===== config.mk =====
export PLATFORM = sky130hd
export DESIGN_NAME = clipped_tint_alpha_blend_pixel
export DESIGN_NICKNAME = d
export VERILOG_FILES = /design/src/hw/rtl/ctab_pkg.sv /design/src/hw/rtl/ctab_front.sv /design/src/hw/rtl/ctab_blend.sv /design/src/hw/rtl/clipped_tint_alpha_blend_pixel.sv
export SDC_FILE = /design/constraint.sdc
export NUM_CORES = 2
export LEC_CHECK = 0
export ABC_AREA = 1
export ABC_CLOCK_PERIOD_IN_PS = 12150
export BUFFER_PORTS_ARGS = -buffer_cell sky130_fd_sc_hd__buf_2
export CORE_MARGIN = 4
export CORE_UTILIZATION = 61
export DETAILED_ROUTE_END_ITERATION = 8
export PLACE_DENSITY = 0.79
export REMOVE_ABC_BUFFERS = 1
export SLEW_MARGIN = 20
export SYNTH_ARGS = -nofsm -noshare
export SYNTH_HDL_FRONTEND = slang
export SYNTH_SLANG_ARGS = --single-unit
export TNS_END_PERCENT = 100

===== constraint.sdc =====
create_clock -name clk -period 12.15 [get_ports clk]
set_clock_uncertainty 0.15 [all_clocks]
set_input_delay 2.43 -clock clk [delete_from_list [all_inputs] [get_ports clk]]
set_output_delay 2.43 -clock clk [all_outputs]
set_load 0.05 [all_outputs]

===== src/hw/rtl/ctab_pkg.sv =====
// Shared types, codes and helpers for the clipped tint alpha blend pixel unit.
// No dependencies; imported by every module of the block.
package ctab_pkg;

  // Pixel commands carried on in_command.
  typedef enum logic [1:0] {
    CMD_SOLID = 2'd0,
    CMD_TINT  = 2'd1,
    CMD_COPY  = 2'd2,
    CMD_NONE  = 2'd3
  } cmd_t;

  // Configuration register indexes.
  typedef enum logic [2:0] {
    REG_CLIP_LEFT    = 3'd0,
    REG_CLIP_TOP     = 3'd1,
    REG_CLIP_WIDTH   = 3'd2,
    REG_CLIP_HEIGHT  = 3'd3,
    REG_IMAGE_WIDTH  = 3'd4,
    REG_IMAGE_HEIGHT = 3'd5,
    REG_TINT_COLOR   = 3'd6,
    REG_SPARE        = 3'd7
  } reg_idx_t;

  localparam int unsigned CH_N     = 4;   // red, green, blue, alpha
  localparam int unsigned WEIGHT_W = 17;  // weight spans 0..65536

  localparam logic [WEIGHT_W-1:0] WEIGHT_ZERO = '0;
  localparam logic [WEIGHT_W-1:0] WEIGHT_FULL = 17'h10000;

  localparam logic signed [15:0] RST_CLIP_LEFT    = 16'sd0;
  localparam logic signed [15:0] RST_CLIP_TOP     = 16'sd0;
  localparam logic signed [15:0] RST_CLIP_WIDTH   = -16'sd1;
  localparam logic signed [15:0] RST_CLIP_HEIGHT  = -16'sd1;
  localparam logic [14:0]        RST_IMAGE_WIDTH  = 15'd640;
  localparam logic [14:0]        RST_IMAGE_HEIGHT = 15'd480;
  localparam logic [31:0]        RST_TINT_COLOR   = 32'hFFFF_FFFF;

  // Configuration as seen by the datapath.
  typedef struct packed {
    logic signed [15:0] clip_left;
    logic signed [15:0] clip_top;
    logic signed [15:0] clip_width;
    logic signed [15:0] clip_height;
    logic [14:0]        image_width;
    logic [14:0]        image_height;
    logic [31:0]        tint_color;
  } ctab_cfg_t;

  // Set-up word handed from the front stage to the blend pipe.
  // Channel index 0 is red, 3 is alpha.
  typedef struct packed {
    logic [CH_N-1:0][7:0]  tgt;
    logic [CH_N-1:0][7:0]  dst;
    logic [WEIGHT_W-1:0]   wgt;
    logic                  wr;
  } ctab_pix_t;

  // E(v) = v + (v > 0)
  function automatic logic [8:0] expand8(input logic [7:0] v);
    return {1'b0, v} + {8'd0, |v};
  endfunction

endpackage


===== src/hw/rtl/ctab_front.sv =====
// First pipeline stage: clip window test, tint scaling and weight products.
// Depends on ctab_pkg.
module ctab_front
  import ctab_pkg::*;
(
  input  logic              clk,
  input  logic              rst_n,
  input  ctab_cfg_t         cfg,
  input  logic              in_valid,
  output logic              in_ready,
  input  logic [1:0]        in_command,
  input  logic signed [15:0] in_dest_x,
  input  logic signed [15:0] in_dest_y,
  input  logic [7:0]        in_src_red,
  input  logic [7:0]        in_src_green,
  input  logic [7:0]        in_src_blue,
  input  logic [7:0]        in_src_alpha,
  input  logic [7:0]        in_dst_red,
  input  logic [7:0]        in_dst_green,
  input  logic [7:0]        in_dst_blue,
  input  logic [7:0]        in_dst_alpha,
  output logic              s1_valid,
  output ctab_pix_t         s1_pix,
  input  logic              s1_ready
);

  logic [15:0]        cw, ch;
  logic signed [17:0] right_edge, bottom_edge, x_ext, y_ext;
  logic               in_win;
  logic [CH_N-1:0][7:0] src, dst;
  logic [8:0]         xs_a, xt_a, w_op;
  logic [17:0]        w_prod;
  logic [2:0][16:0]   tint_prod;
  logic [2:0][7:0]    tint_c;
  cmd_t               cmd;
  ctab_pix_t          pix_nxt, pix_r;
  logic               v_r, v_nxt;

  assign src = {in_src_alpha, in_src_blue, in_src_green, in_src_red};
  assign dst = {in_dst_alpha, in_dst_blue, in_dst_green, in_dst_red};
  assign cmd = cmd_t'(in_command);

  // Negative clip size falls back to the image size.
  assign cw = cfg.clip_width[15]  ? {1'b0, cfg.image_width}  : cfg.clip_width;
  assign ch = cfg.clip_height[15] ? {1'b0, cfg.image_height} : cfg.clip_height;

  assign right_edge  = {{2{cfg.clip_left[15]}}, cfg.clip_left} + $signed({2'b00, cw});
  assign bottom_edge = {{2{cfg.clip_top[15]}}, cfg.clip_top} + $signed({2'b00, ch});
  assign x_ext = {{2{in_dest_x[15]}}, in_dest_x};
  assign y_ext = {{2{in_dest_y[15]}}, in_dest_y};

  assign in_win = (in_dest_x >= cfg.clip_left) && (in_dest_y >= cfg.clip_top) &&
                  (x_ext < right_edge) && (y_ext < bottom_edge);

  // One shared weight multiplier: E(sa)^2 or E(ta)*E(sa).
  assign xs_a   = expand8(in_src_alpha);
  assign xt_a   = expand8(cfg.tint_color[7:0]);
  assign w_op   = (cmd == CMD_SOLID) ? xs_a : xt_a;
  assign w_prod = w_op * xs_a;

  always_comb begin
    for (int i = 0; i < 3; i++) begin
      tint_prod[i] = expand8(cfg.tint_color[31-8*i -: 8]) * src[i];
      tint_c[i]    = tint_prod[i][15:8];
    end
  end

  always_comb begin
    pix_nxt.dst = dst;
    pix_nxt.tgt = src;
    pix_nxt.wgt = WEIGHT_ZERO;
    pix_nxt.wr  = 1'b0;
    unique case (cmd)
      CMD_SOLID: begin
        pix_nxt.wgt = w_prod[WEIGHT_W-1:0];
        pix_nxt.wr  = 1'b1;
      end
      CMD_TINT: begin
        pix_nxt.tgt = {src[3], tint_c[2], tint_c[1], tint_c[0]};
        pix_nxt.wgt = w_prod[WEIGHT_W-1:0];
        pix_nxt.wr  = 1'b1;
      end
      // full weight lands exactly on the source
      CMD_COPY: begin
        pix_nxt.wgt = WEIGHT_FULL;
        pix_nxt.wr  = 1'b1;
      end
      default: begin
        pix_nxt.wgt = WEIGHT_ZERO;
        pix_nxt.wr  = 1'b0;
      end
    endcase
    if (!in_win) begin
      pix_nxt.wgt = WEIGHT_ZERO;
      pix_nxt.wr  = 1'b0;
    end
  end

  assign in_ready = !v_r || s1_ready;
  assign v_nxt    = in_ready ? in_valid : v_r;

  always_ff @(posedge clk) begin
    if (!rst_n) begin
      v_r <= 1'b0;
    end else begin
      v_r <= v_nxt;
    end
  end

  always_ff @(posedge clk) begin
    if (in_ready && in_valid) begin
      pix_r <= pix_nxt;
    end
  end

  assign s1_valid = v_r;
  assign s1_pix   = pix_r;

endmodule


===== src/hw/rtl/ctab_blend.sv =====
// Blend pipe: difference, weighted step, final add (three stages).
// Depends on ctab_pkg.
module ctab_blend
  import ctab_pkg::*;
(
  input  logic       clk,
  input  logic       rst_n,
  input  logic       s1_valid,
  input  ctab_pix_t  s1_pix,
  output logic       s1_ready,
  output logic       out_valid,
  input  logic       out_ready,
  output logic [7:0] out_red,
  output logic [7:0] out_green,
  output logic [7:0] out_blue,
  output logic [7:0] out_alpha,
  output logic       out_written
);

  // stage 2: signed difference
  logic                       v2_r;
  logic [CH_N-1:0][8:0]       diff2_r;
  logic [CH_N-1:0][7:0]       dst2_r;
  logic [WEIGHT_W-1:0]        wgt2_r;
  logic                       wr2_r;
  // stage 3: weighted step
  logic                       v3_r;
  logic [CH_N-1:0][7:0]       step3_r;
  logic [CH_N-1:0][7:0]       dst3_r;
  logic                       wr3_r;
  // stage 4: output word
  logic                       v4_r;
  logic [CH_N-1:0][7:0]       pix4_r;
  logic                       wr4_r;

  logic rdy2, rdy3, rdy4;
  logic [CH_N-1:0][8:0]  diff_nxt;
  logic [CH_N-1:0][26:0] prod;
  logic [CH_N-1:0][7:0]  step_nxt, sum_nxt;

  assign rdy4     = !v4_r || out_ready;
  assign rdy3     = !v3_r || rdy4;
  assign rdy2     = !v2_r || rdy3;
  assign s1_ready = rdy2;

  always_comb begin
    for (int i = 0; i < CH_N; i++) begin
      diff_nxt[i] = {1'b0, s1_pix.tgt[i]} - {1'b0, s1_pix.dst[i]};
      prod[i]     = $signed({{18{diff2_r[i][8]}}, diff2_r[i]}) *
                    $signed({10'd0, wgt2_r});
      // arithmetic >>16, low eight bits
      step_nxt[i] = prod[i][23:16];
      sum_nxt[i]  = dst3_r[i] + step3_r[i];
    end
  end

  always_ff @(posedge clk) begin
    if (!rst_n) begin
      v2_r <= 1'b0;
      v3_r <= 1'b0;
      v4_r <= 1'b0;
    end else begin
      if (rdy2) begin
        v2_r <= s1_valid;
      end
      if (rdy3) begin
        v3_r <= v2_r;
      end
      if (rdy4) begin
        v4_r <= v3_r;
      end
    end
  end

  always_ff @(posedge clk) begin
    if (rdy2 && s1_valid) begin
      diff2_r <= diff_nxt;
      dst2_r  <= s1_pix.dst;
      wgt2_r  <= s1_pix.wgt;
      wr2_r   <= s1_pix.wr;
    end
    if (rdy3 && v2_r) begin
      step3_r <= step_nxt;
      dst3_r  <= dst2_r;
      wr3_r   <= wr2_r;
    end
    if (rdy4 && v3_r) begin
      pix4_r <= sum_nxt;
      wr4_r  <= wr3_r;
    end
  end

  assign out_valid   = v4_r;
  assign out_red     = pix4_r[0];
  assign out_green   = pix4_r[1];
  assign out_blue    = pix4_r[2];
  assign out_alpha   = pix4_r[3];
  assign out_written = wr4_r;

endmodule


===== src/hw/rtl/clipped_tint_alpha_blend_pixel.sv =====
// Per-pixel RGBA blend unit with clip window and tint. Each input word carries a
// destination coordinate, a source (or draw) color and the current destination
// pixel; the output word is the new destination pixel plus a written flag. A
// pixel outside the clip window, or command code three, passes the destination
// through with written low. Solid draw blends toward the source with weight
// E(a)^2, tinted blit scales color by E(tint) and weights by E(tint_a)*E(src_a),
// copy returns the source. The pipe takes one word per clock, sustained while
// out_ready is high, through four register stages: one set-up stage (clip
// compare, tint and weight multipliers), then difference, weighted-step multiply
// and final add stages. Back-pressure on out_ready holds every occupied stage
// in place while empty stages behind it keep filling; the last stage is the
// output register. Config registers (cfg_we, cfg_index, cfg_wdata) are written
// in one clock and should change only while the pipe is empty.
module clipped_tint_alpha_blend_pixel
  import ctab_pkg::*;
(
  input  logic              clk,
  input  logic              rst_n,
  // configuration
  input  logic              cfg_we,
  input  logic [2:0]        cfg_index,
  input  logic [31:0]       cfg_wdata,
  // input pixel word
  input  logic              in_valid,
  output logic              in_ready,
  input  logic [1:0]        in_command,
  input  logic signed [15:0] in_dest_x,
  input  logic signed [15:0] in_dest_y,
  input  logic [7:0]        in_src_red,
  input  logic [7:0]        in_src_green,
  input  logic [7:0]        in_src_blue,
  input  logic [7:0]        in_src_alpha,
  input  logic [7:0]        in_dst_red,
  input  logic [7:0]        in_dst_green,
  input  logic [7:0]        in_dst_blue,
  input  logic [7:0]        in_dst_alpha,
  // result word
  output logic              out_valid,
  input  logic              out_ready,
  output logic [7:0]        out_red,
  output logic [7:0]        out_green,
  output logic [7:0]        out_blue,
  output logic [7:0]        out_alpha,
  output logic              out_written
);

  localparam logic [2:0] PIPE_DEPTH = 3'd4;

  ctab_cfg_t cfg_r, cfg_nxt;
  logic      s1_valid, s1_ready;
  ctab_pix_t s1_pix;

  // words in flight, for checking only
  logic [2:0] occ_r, occ_nxt;

  // Config write decode; an unused index is ignored.
  always_comb begin
    cfg_nxt = cfg_r;
    if (cfg_we) begin
      unique case (reg_idx_t'(cfg_index))
        REG_CLIP_LEFT:    cfg_nxt.clip_left    = cfg_wdata[15:0];
        REG_CLIP_TOP:     cfg_nxt.clip_top     = cfg_wdata[15:0];
        REG_CLIP_WIDTH:   cfg_nxt.clip_width   = cfg_wdata[15:0];
        REG_CLIP_HEIGHT:  cfg_nxt.clip_height  = cfg_wdata[15:0];
        REG_IMAGE_WIDTH:  cfg_nxt.image_width  = cfg_wdata[14:0];
        REG_IMAGE_HEIGHT: cfg_nxt.image_height = cfg_wdata[14:0];
        REG_TINT_COLOR:   cfg_nxt.tint_color   = cfg_wdata;
        default:          cfg_nxt = cfg_r;
      endcase
    end
  end

  always_ff @(posedge clk) begin
    if (!rst_n) begin
      cfg_r.clip_left    <= RST_CLIP_LEFT;
      cfg_r.clip_top     <= RST_CLIP_TOP;
      cfg_r.clip_width   <= RST_CLIP_WIDTH;
      cfg_r.clip_height  <= RST_CLIP_HEIGHT;
      cfg_r.image_width  <= RST_IMAGE_WIDTH;
      cfg_r.image_height <= RST_IMAGE_HEIGHT;
      cfg_r.tint_color   <= RST_TINT_COLOR;
    end else begin
      cfg_r <= cfg_nxt;
    end
  end

  ctab_front u_front (
    .clk          (clk),
    .rst_n        (rst_n),
    .cfg          (cfg_r),
    .in_valid     (in_valid),
    .in_ready     (in_ready),
    .in_command   (in_command),
    .in_dest_x    (in_dest_x),
    .in_dest_y    (in_dest_y),
    .in_src_red   (in_src_red),
    .in_src_green (in_src_green),
    .in_src_blue  (in_src_blue),
    .in_src_alpha (in_src_alpha),
    .in_dst_red   (in_dst_red),
    .in_dst_green (in_dst_green),
    .in_dst_blue  (in_dst_blue),
    .in_dst_alpha (in_dst_alpha),
    .s1_valid     (s1_valid),
    .s1_pix       (s1_pix),
    .s1_ready     (s1_ready)
  );

  ctab_blend u_blend (
    .clk         (clk),
    .rst_n       (rst_n),
    .s1_valid    (s1_valid),
    .s1_pix      (s1_pix),
    .s1_ready    (s1_ready),
    .out_valid   (out_valid),
    .out_ready   (out_ready),
    .out_red     (out_red),
    .out_green   (out_green),
    .out_blue    (out_blue),
    .out_alpha   (out_alpha),
    .out_written (out_written)
  );

  always_comb begin
    occ_nxt = occ_r;
    if (in_valid && in_ready) begin
      occ_nxt = occ_nxt + 3'd1;
    end
    if (out_valid && out_ready) begin
      occ_nxt = occ_nxt - 3'd1;
    end
  end

  always_ff @(posedge clk) begin
    if (!rst_n) begin
      occ_r <= '0;
    end else begin
      occ_r <= occ_nxt;
    end
  end

  // An open output makes every stage ready.
  a_ready_chain: assert property (@(posedge clk) disable iff (!rst_n)
    out_ready |-> in_ready)
    else $error("in_ready low while out_ready high");

  // Never more words in flight than pipe stages.
  a_occ_bound: assert property (@(posedge clk) disable iff (!rst_n)
    occ_r <= PIPE_DEPTH)
    else $error("pipe holds more words than stages");

  // No result without a word in flight.
  a_no_phantom: assert property (@(posedge clk) disable iff (!rst_n)
    (occ_r == 3'd0) |-> !out_valid)
    else $error("result word with empty pipe");

  // Reset empties the pipe.
  a_reset_flush: assert property (@(posedge clk)
    !rst_n |=> !out_valid)
    else $error("out_valid after reset");

endmodule

After elaboration in Yosys (flattened, before gate mapping). Index checks and enable logic that the tools add are counted.

Flip-flop bits (word level): 396. Input port bits: 138. Output and inout bits: 35. Logic and storage cells: 115.

Multipliers: 8. Add/subtract/negate cells: 15. Equal/unequal tests: 8. Reductions and logical operators: 30. Magnitude comparators: 4. Mux-type cells: 5.

Operator list (count): multiplier 9 x 18 -> 24 bit (4); multiplier 9 x 8 -> 16 bit (3); adder 8 x 1 -> 9 bit (5); OR reduction 8 bit (5); less-than comparator 16 x 18 -> 1 bit (2); one-hot mux 18 bit (2 select lines) (1); subtractor 8 x 8 -> 9 bit (4); adder 16 x 16 -> 17 bit (2); adder 8 bit (4); >= comparator 16 bit (2); two-way mux 15 bit (2); two-way mux 24 bit (1); multiplier 9 x 9 -> 17 bit (1); AND reduction 2 bit (7); equality test 3 bit (second input constant) (3); two-way mux 9 bit (1); logical AND 1 bit (7); equality test 3 x 2 -> 1 bit (second input constant) (2); logical NOT 1 bit (4); logical OR 1 bit (4); equality test 3 x 1 -> 1 bit (second input constant) (1); logical NOT 3 bit (1); equality test 2 x 1 -> 1 bit (second input constant) (1); equality test 2 bit (second input constant) (1); 2 further kinds (2).

Depth between registers and ports, before layout.
Word-level depth: 6. Gate-level depth with buffers: 30. Depth with buffers taken out: 30.

Hierarchy. Synthesis repeated with hierarchy kept, for this count alone.

Cell total of the unflattened synthesis: 5901. Area total of the unflattened synthesis: 48026.1 um^2.

By module, submodules not included: ctab_blend (sequential area each 5585.4 um^2, cells each 3092, instances 1, area each 26765.7 um^2); ctab_front (sequential area each 2482.4 um^2, cells each 2168, instances 1, area each 16453.3 um^2); clipped_tint_alpha_blend_pixel (sequential area each 2522.4 um^2, cells each 641, instances 1, area each 4807.1 um^2).

Least setup slack after synthesis. No wires, ideal clock.

Path kind: input -> register. Start: input in_src_alpha[0]. End: register u_front.pix_r, in the netlist u_front.s1_pix[13], data pin. Setup slack: 4574 ps. Stages: 28. Arrival time: 7170 ps. Library setup time: 256 ps. Required time: 11744 ps. Path buffers: 0. Cells stage by stage: inv_1 > ha_1 > nand4_1 > ha_1 > nand3_2 > nor2_2 > nand3_2 > nor2_2 > xor2_2 > inv_2 > o21ai_4 > inv_2 > nand2_1 > fa_1 > inv_1 > fa_1 > fa_1 > inv_1 > fa_1 > inv_1 > ha_1 > nand2_1 > inv_1 > a21boi_0 > o21ai_0 > or2_2 > nand3_1 > nor2_1.

Longest elaborated chain between the ends: 5.

RTL lines: start, declared (line clipped_tint_alpha_blend_pixel.sv:32) `input logic [7:0] in_src_alpha,`; OR reduction 8 bit (line ctab_pkg.sv:61) `return {1'b0, v} + {8'd0, |v};`; adder 8 x 1 -> 9 bit (*) (line ctab_pkg.sv:61); two-way mux 9 bit (line ctab_front.sv:58) `assign w_op = (cmd == CMD_SOLID) ? xs_a : xt_a;`; multiplier 9 x 9 -> 17 bit (*) (line ctab_front.sv:59) `assign w_prod = w_op * xs_a;`; one-hot mux 18 bit (2 select lines) (*) (line ctab_front.sv:73) `unique case (cmd)`; end signal, assigned (line ctab_front.sv:112) `pix_r <= pix_nxt;`; end, declared (line ctab_front.sv:36) `ctab_pix_t pix_nxt, pix_r;`.

Mark *: on every way between the ends. The rest lies on a longest branch, timed or not. A chain may end at the register's enable or synchronous reset.

Worst setup path in the final report.
Start: input in_src_alpha[1]. End: register u_front.pix_r, in the netlist u_front.s1_pix[13], data pin.

Same word-level chain as after synthesis.

==> results_dict.tcl <==
set metrics [dict create \
    drt-total-wl_um 112000 \
    cp_slowest_cell "fa_1" \
    cap_viol_max_count 0 \
    rows 101 \
    cts_root_buf "clkbuf_16" \
    viasPerCell 5.38 \
    synth_cell_types 47 \
    die-area_um2 81700 \
    dp_cells 6779 \
    cts_tree "built" \
    final_common_cell "nand2_1" \
    place_hpwl_um 87400 \
    max_freq_mhz 126 \
    drtIter0Drc 2415 \
    syn-cell-area_um2 47100 \
    antenna_found_initial 2 \
    instances_no_fill 6858 \
    start_kind "input pin" \
    ctsResizeCount 0 \
    dr.pass1.iters 6 \
    power.density_nw_per_um2 206 \
    gp_congestion 0.922 \
    cts_buffer_depth 3 \
    synthCells 5742 \
    routedWlPerCell_um 16.3 \
    crit_path_frequent_cell "inv_1" \
    gr-total-overflow 0 \
    p_leak_uw 0.0272 \
    reg2reg_setup_slack_ns 6.01 \
    hold_viol_final 0 \
    antenna_left 0 \
    vias 36877 \
    status "complete, no violations" \
    critPathRequiredTime_ns 12.30 \
    tightestPinTransition_ns 1.05 \
    synth.ff_latch_count 396 \
    holdBufCountCts 0 \
    h-tree-depth 2 \
    area_growth_pct 6.61 \
    setup_viol 0 \
    critical_path.max_stage_delay_ns 0.52 \
    avgSynthCellArea_um2 8.20 \
    end_kind "register" \
    crit_arrival_ns 8.07 \
    cts_setup_buffers 0 \
    dieWidth_um 286 \
    final_area_um2 50200 \
    final_cell_mix "nand2_1, inv_1, fa_1" \
    crit_fanout 7 \
    yosysSeqAreaShare_pct 22.5 \
    total_power_uw 10300 \
    core_um2 76200 \
    cts.sinks 396 \
    yosys_warnings 0 \
    rsz0062_at_grt "no" \
    clk_pin_slew_worst_paths_ns 0.06 \
    grt_max_degree 79 \
    whs_ns 0.260 \
    hp-class "reg2reg" \
    fin_crit_sh_pct 65.2 \
    cts_buffers 43 \
    max-vdd-ir-drop_mv 0.194 \
    period_minus_slack_ns 7.92 \
    drive_gt1_share_pct 5.27 \
    pin_count 173 \
    place_area_um2 48700 \
    drv_slew 0 \
    slew_headroom_pct 30.0 \
    nNetsFinal 7037 \
    fillers 6330 \
    drc 0 \
    track_usage_pct 27.8 \
    grt_pass1_wl_um 185000 \
    port_buffers 172 \
    grt_pass1_vias 37475 \
    path_class "in2reg" \
    start_util_pct 61.8 \
    finalSetupTns_ns 0 \
    insertion_delay_ns 0.58 \
    dieHeight_um 286 \
]
[power by group]
group	switching (uW)	internal, uW
Sequential	151	1760
Combinational	4360	2730
Clock	560	780
Total	5070	5260
[worst paths after layout]
check	startpoint	to	depth (start not counted)
worst max-delay path	in_src_alpha[1]	u_front.s1_pix[13]	29
worst max register to register	cfg_r[0]	u_front.s1_pix[13]	27
worst min-delay path	u_front.s1_pix[8]	u_blend.wgt2_r[7]	0
worst min register to register	u_front.s1_pix[8]	u_blend.wgt2_r[7]	0
[metal layers]
| layer | up-vias | GRT usage (%) | share of wire, % |
|---|---|---|---|
| li1 | 17676 | - | - |
| met1 | 17853 | 35.4 | 41 |
| met2 | 1106 | 49.1 | 50 |
| met3 | 242 | 3.94 | 6.2 |
| met4 | 0 | 8.95 | 3.5 |
| met5 | - | 0 | 0 |
[logic make-up after synthesis]
kind of cell / count (synthesis) / synth area share [%]
fa+ha+maj: 1104 / 38.9
flops: 396 / 22.5
buf+inv: 1475 / 11.8
simple gates: 2079 / 17.7
xor+xnor: 151 / 2.83
compound gates: 537 / 6.27
[synth_stat cells (all sizes together)]
master,count,area (um^2)
nand2,1394,5230
inv,1281,4810
fa,599,12000
ha,505,6320
nor2,398,1500
edfxtp,266,7990
a21oi,229,1150
o21ai,207,1050
clkbuf,180,686
nand3,164,831
dfxtp,130,2600
xor2,103,910
xnor2,48,420
nand4,38,244
o211ai,36,270
nor3,31,155
or2,19,119
a21o,18,135
nand3b,15,113
nor4,15,93.8
o21bai,14,105
buf,12,61.3
a211oi,9,67.6
o21a,7,52.6
a31oi,6,37.5
and2,3,18.8
o31ai,3,22.5
a211o,2,17.5
a21boi,2,15.0
clkinv,2,7.51
o2111ai,2,17.5
and3,1,6.26
nor3b,1,7.51
o21ba,1,10.0
o22ai,1,6.26
[through the flow]
stage / setup slack [ns] / utilization [%]
floorplan: 4.55 / -
global placement: 3.86 / 63.9
detailed placement: 3.73 / 63.9
CTS: 4.30 / 65.8
global route: 3.78 / 65.8
finish: 4.23 / 65.8
[critical path, delay by kind of cell]
family	cells	cell delay, ns
compound gates	3	0.65
simple gates	12	1.46
fa+ha+maj	7	2.69
buf+inv	7	0.83
[sequential cells by signal (all words and copies together) (netlist names), 17 cells and up]
register and flops:
cfg_r 126, u_front.s1_pix 82, u_blend.diff2_r 36, u_blend.dst2_r 32
u_blend.dst3_r 32, u_blend.step3_r 32, u_blend.wgt2_r 17
[layout make-up]
cell class / instances / area [um^2] / area share (%)
Multi-Input combinational cell: 3871 / 30900 / 61.7
Tap cell: 1030 / 1290 / 2.57
Timing Repair Buffer: 200 / 1090 / 2.17
Clock buffer: 48 / 1120 / 2.22
Sequential cell: 396 / 10600 / 21.1
Antenna cell: 1 / 2.50 / 0.00499
Inverter: 1283 / 4820 / 9.60
Clock inverter: 29 / 325 / 0.648
Power figures use the tool's default switching activity.
